$ cat src/sv/bc_div.sv
// ----------------------------------------------------------------------------
// Pipelined restoring divider
// One quotient bit per stage, unsigned operands, sideband carried alongside.
// ----------------------------------------------------------------------------
module bc_div #(
  parameter int NW = 32,
  parameter int DW = 17,
  parameter int SW = 8
) (
  input  logic          clk,
  input  logic          rst_n,
  input  logic          en,
  input  logic          in_vld,
  input  logic [NW-1:0] in_num,
  input  logic [DW-1:0] in_den,
  input  logic [SW-1:0] in_side,
  output logic          out_vld,
  output logic [NW-1:0] out_quot,
  output logic [SW-1:0] out_side
);

  logic [NW:1]   vld_r;
  logic [DW-1:0] rem_r  [1:NW];
  logic [NW-1:0] quo_r  [1:NW];
  logic [DW-1:0] den_r  [1:NW];
  logic [SW-1:0] side_r [1:NW];

  for (genvar k = 0; k < NW; k++) begin : g_stage
    logic          vld_i;
    logic [DW-1:0] rem_i;
    logic [NW-1:0] quo_i;
    logic [DW-1:0] den_i;
    logic [SW-1:0] side_i;
    logic [DW:0]   sh;
    logic [DW:0]   diff;
    logic          ge;

    if (k == 0) begin : g_first
      assign vld_i  = in_vld;
      assign rem_i  = '0;
      assign quo_i  = in_num;
      assign den_i  = in_den;
      assign side_i = in_side;
    end else begin : g_next
      assign vld_i  = vld_r[k];
      assign rem_i  = rem_r[k];
      assign quo_i  = quo_r[k];
      assign den_i  = den_r[k];
      assign side_i = side_r[k];
    end

    assign sh   = {rem_i, quo_i[NW-1]};
    assign ge   = sh >= {1'b0, den_i};
    assign diff = sh - {1'b0, den_i};

    always_ff @(posedge clk) begin
      if (!rst_n) begin
        vld_r[k+1] <= 1'b0;
      end else if (en) begin
        vld_r[k+1] <= vld_i;
      end
    end

    always_ff @(posedge clk) begin
      if (en) begin
        rem_r[k+1]  <= ge ? diff[DW-1:0] : sh[DW-1:0];
        quo_r[k+1]  <= {quo_i[NW-2:0], ge};
        den_r[k+1]  <= den_i;
        side_r[k+1] <= side_i;
      end
    end
  end

  assign out_vld  = vld_r[NW];
  assign out_quot = quo_r[NW];
  assign out_side = side_r[NW];

endmodule

$ cat config.mk
export PLATFORM = sky130hd
export DESIGN_NAME = bc_div
export DESIGN_NICKNAME = d
export VERILOG_FILES = /design/src/sv/bc_div.sv
export SDC_FILE = /design/constraint.sdc
export NUM_CORES = 2
export LEC_CHECK = 0
export BUFFER_PORTS_ARGS = -buffer_cell sky130_fd_sc_hd__buf_2
export CORE_MARGIN = 1.5
export CORE_UTILIZATION = 35
export CTS_CLUSTER_SIZE = 20
export DETAILED_ROUTE_END_ITERATION = 8
export PLACE_DENSITY = 0.48
export SLEW_MARGIN = 20
export SYNTH_ARGS = -nofsm -noshare
export SYNTH_HDL_FRONTEND = slang
export SYNTH_SLANG_ARGS = --single-unit
$ cat constraint.sdc
create_clock -name clk -period 10.5 [get_ports clk]
set_input_delay 1.575 -clock clk [delete_from_list [all_inputs] [get_ports clk]]
set_output_delay 1.575 -clock clk [all_outputs]
set_load 0.02 [all_outputs]
==> impl_results.md <==
- Status: completed
- CTS tree: built
- Max incr delay on CP: 0.87 ns
- Worst setup margin: 6.240 ns
- Post-synthesis adder-cell area fraction: 7.051%
- Asr flop ratio synth: 0%
- Core area: 291100 um2
- Critical Path RT: 11.11 ns
- Busiest grt layer: met2
- Leading area contributor after synthesis: edfxtp_1
- RSZ-0062 raised after global routing: false
- R2r worst-path depth: 12
- Worst setup EP type: flip-flop
- Starting Density: 35.18%
- Hpwl dp: 127300 um
- Min-delay src: side_r[0][42]
- Synth Warn #: 0
- Cell variety after synth: 81
- PD cells: 286.3 nW/um2
- Hold Path Sink: side_r[0][50]
- Mapped cell area: 102400 um2
- IO buf count: 101
- Nets: 8017
- CTS Sinks: 2366
- Area fraction of the dominant cell type after synthesis: 68.45%
- Mean area per synthesized cell: 14.48 um2
- Dpl cells: 11020
- Clock slew at reported path FFs: 0.05 ns
- Buf/Inv on CP: 2
- Setup Fix Bufs, Post-CTS: 0
- Worst EP arrival: 4.86 ns
- Syn_nets: 7690
- Routed wire per std cell: 16.50 um
- HP Class: flip-flop to flip-flop
- CTS Buf Count: 279
- Final Max Slew Viols: 0
- Die Y: 543.9 um
- P_leak: 43.82 nW
- Clock period minus worst slack: 4.260 ns
- Worst-path cell chain: inv_1 -> ha_1 -> inv_1 -> fa_1 -> a211oi_2 -> nor2_1 -> or4b_4 -> a21oi_2 -> o31ai_1 -> a221o_1 -> a211oi_4 -> mux2_2
- CP Launch Type: flip-flop
- Layout cells sized above 1: 10.49%
- # hold bufs at CTS: 0
- Dpl ws: 6.117 ns
- Critical path's top delay family: compound AO/OA/AOI/OAI gates
- Most used cell, CP: inv_1
- Area delta synth->final: 14.18%
- Die Area: 295800 um2
- Pin count of the biggest net entering global routing: 172
- Post-synth EDFFs: 2334
- Final TNS setup: 0 ns
- R2r setup slk: 6.24 ns
- Routed Antenna Nets: 0
- Share of synthesized area spent on multiplexers: 3.129%
- Residual DRC: 0
- Top_reg_cell synth: edfxtp_1
- Commonest non-fill, non-tap cell in the layout: edfxtp_1
- Cells after Synth: 7070
- Sequential area share after synthesis: 69.07%
- Reg2reg start: quo_r[0][351]
- Worst-skew pair later-pin latency: 0.90 ns
- GP Congestion: 0.8476
- Router iterations before antenna repair: 5
- Resized cells post-CTS: 0
- Worst Tran Pin Value: 1.044 ns
- Non-Filler Instances: 11510
- Period utilization: 40.57%
- Hold Vio Cnt, Final: 0
- Met2 Usage GRT: 21.36%
- RR Endpoint: rem_r[0][193]
- Max Clk Rate: 234.8 MHz
- Path type of the worst setup path: flip-flop to flip-flop
- GRT Overall Usage: 12.65%
- Hold path cells: 0
- Synth Register Bits: 2366
- Std-Cell Rows: 198
- Largest family of logic cells by synthesized area: compound AO/OA/AOI/OAI gates
- Finish-stage setup viols: 0
- CTS H-Tree Depth: 5
- Vias: 55180
- Initial antenna violation count: 5
- Worst-case vdd ir drop: 150.3 uV
- Most area-consuming cells after synthesis: edfxtp_1 68%, ha_1 6.5%, mux2_2 2.5%
- Vias/cell: 4.796
- WL final: 189900 um
- Met3 Use GR: 1.934%
- CTS root buffer: clkbuf_16
- Most frequent cells in the layout: 2334 x edfxtp_1, 660 x inv_1, 529 x ha_1
- Slowest stage cell on the critical path: a211oi_4
- Max-cap violations: 0
- Max_slew headroom: 29.95%
- Met1 GRT Util: 16.44%
- Critical path fanouts, max: 18
- CTS Buffer Depth: 4
- Horiz. Die Dim: 543.9 um
- Drt initial violations: 3674
- Synth Area in Compound Gates: 9.019%
- Simple-gate area share of the yosys netlist: 5.628%
- Io pins: 102
- GR Overflow Total: 0
- Worst Clk Skew: 0.05646 ns
- Vias in the first global route: 55580
- Global-route wire length before repair: 302700 um
- XOR/XNOR Fraction of Synth Area: 3.285%
[synth_stat cells (all sizes together), types with 23 or more instances]
cell type	n
a211oi	64
a21o	166
a21oi	444
a31oi	40
clkbuf	91
dfxtp	32
edfxtp	2334
fa	30
ha	529
inv	660
mux2	233
mux2i	58
nand2	371
nand2b	64
nand3	65
nand4	72
nor2	341
nor2b	89
nor3	92
o211ai	31
o21a	71
o21ai	402
o21bai	53
o31a	23
o31ai	39
or3	25
xnor2	220
xor2	164
[registers in the layout, indices dropped and copies added, names as in the netlist]
register / cells
quo_r: 1024
den_r: 527
rem_r: 527
side_r: 256
g_stage.vld_i: 31
out_vld: 1
[layer usage]
layer  routed length [um]  part of all wire (%)  vias to the layer above
li1                     -                     -                    27090
met2                91350                    48                      910
met3                 7249                   3.8                      378
met5                    0                     0                        -
met4                 6032                   3.2                        0
met1                85260                    45                    26800
[worst reg2reg max path, delay by kind of cell (launching register included)]
kind | cells | cell delay [ns]
and+or+nand+nor | 2 | 0.62
DFF | 1 | 0.38
AOI/OAI and AO/OA | 5 | 1.77
adders and majority gates | 2 | 0.63
buffers and inverters | 2 | 0.17
muxes | 1 | 0.44
[through the flow]
step / area [um2] / util, % / power, mW / hold WS [ns]
final: 116900 / 40.16 / 33.47 / 0.3868
after global routing: 116900 / 40.16 / 35.67 / 0.3955
after CTS: 116900 / 40.15 / 33.97 / 0.3868
after detailed placement: 108000 / 37.10 / 24.26 / 0.4045
after global placement: 108000 / 37.09 / 24.10 / 0.4005
after floorplan: 102400 / - / 21.46 / 0.4003
[worst max path at each step]
stage | start | endpoint | slack [ns] | depth (start not counted)
finish | quo_r[0][351] | rem_r[0][193] | 6.24 | 12
global route | quo_r[0][351] | rem_r[0][193] | 6.01 | 12
CTS | quo_r[0][351] | rem_r[0][193] | 6.19 | 12
detailed placement | en | rem_r[0][285] | 6.12 | 3
global placement | en | den_r[0][266] | 6.16 | 3
floorplan | quo_r[0][351] | rem_r[0][196] | 6.86 | 13
[power by group]
group          total [mW]  internal, mW  switching, mW
clock                9.39          5.53           3.87
combinational        10.5          4.68           5.79
sequential           13.6          12.7          0.901
[logic make-up after synthesis]
| family | after synthesis |
|---|---|
| adder cells (fa/ha/maj) | 559 |
| AO/OA/AOI/OAI | 1485 |
| buffers and inverters | 764 |
| XOR/XNOR | 384 |
| flip-flops | 2366 |
| multiplexers | 291 |
| AND/OR/NAND/NOR | 1221 |
[layout make-up]
type / instances / area (um2)
antenna: 1 / 2.502
clock buffer: 341 / 7303
clock inverter: 147 / 1598
fill: 26730 / 174200
inverter: 661 / 2481
multi-input combinational: 3940 / 28930
sequential: 2366 / 70730
tap: 3900 / 4880
timing repair buffer: 149 / 988.4
(Power assumes the default switching activity.)
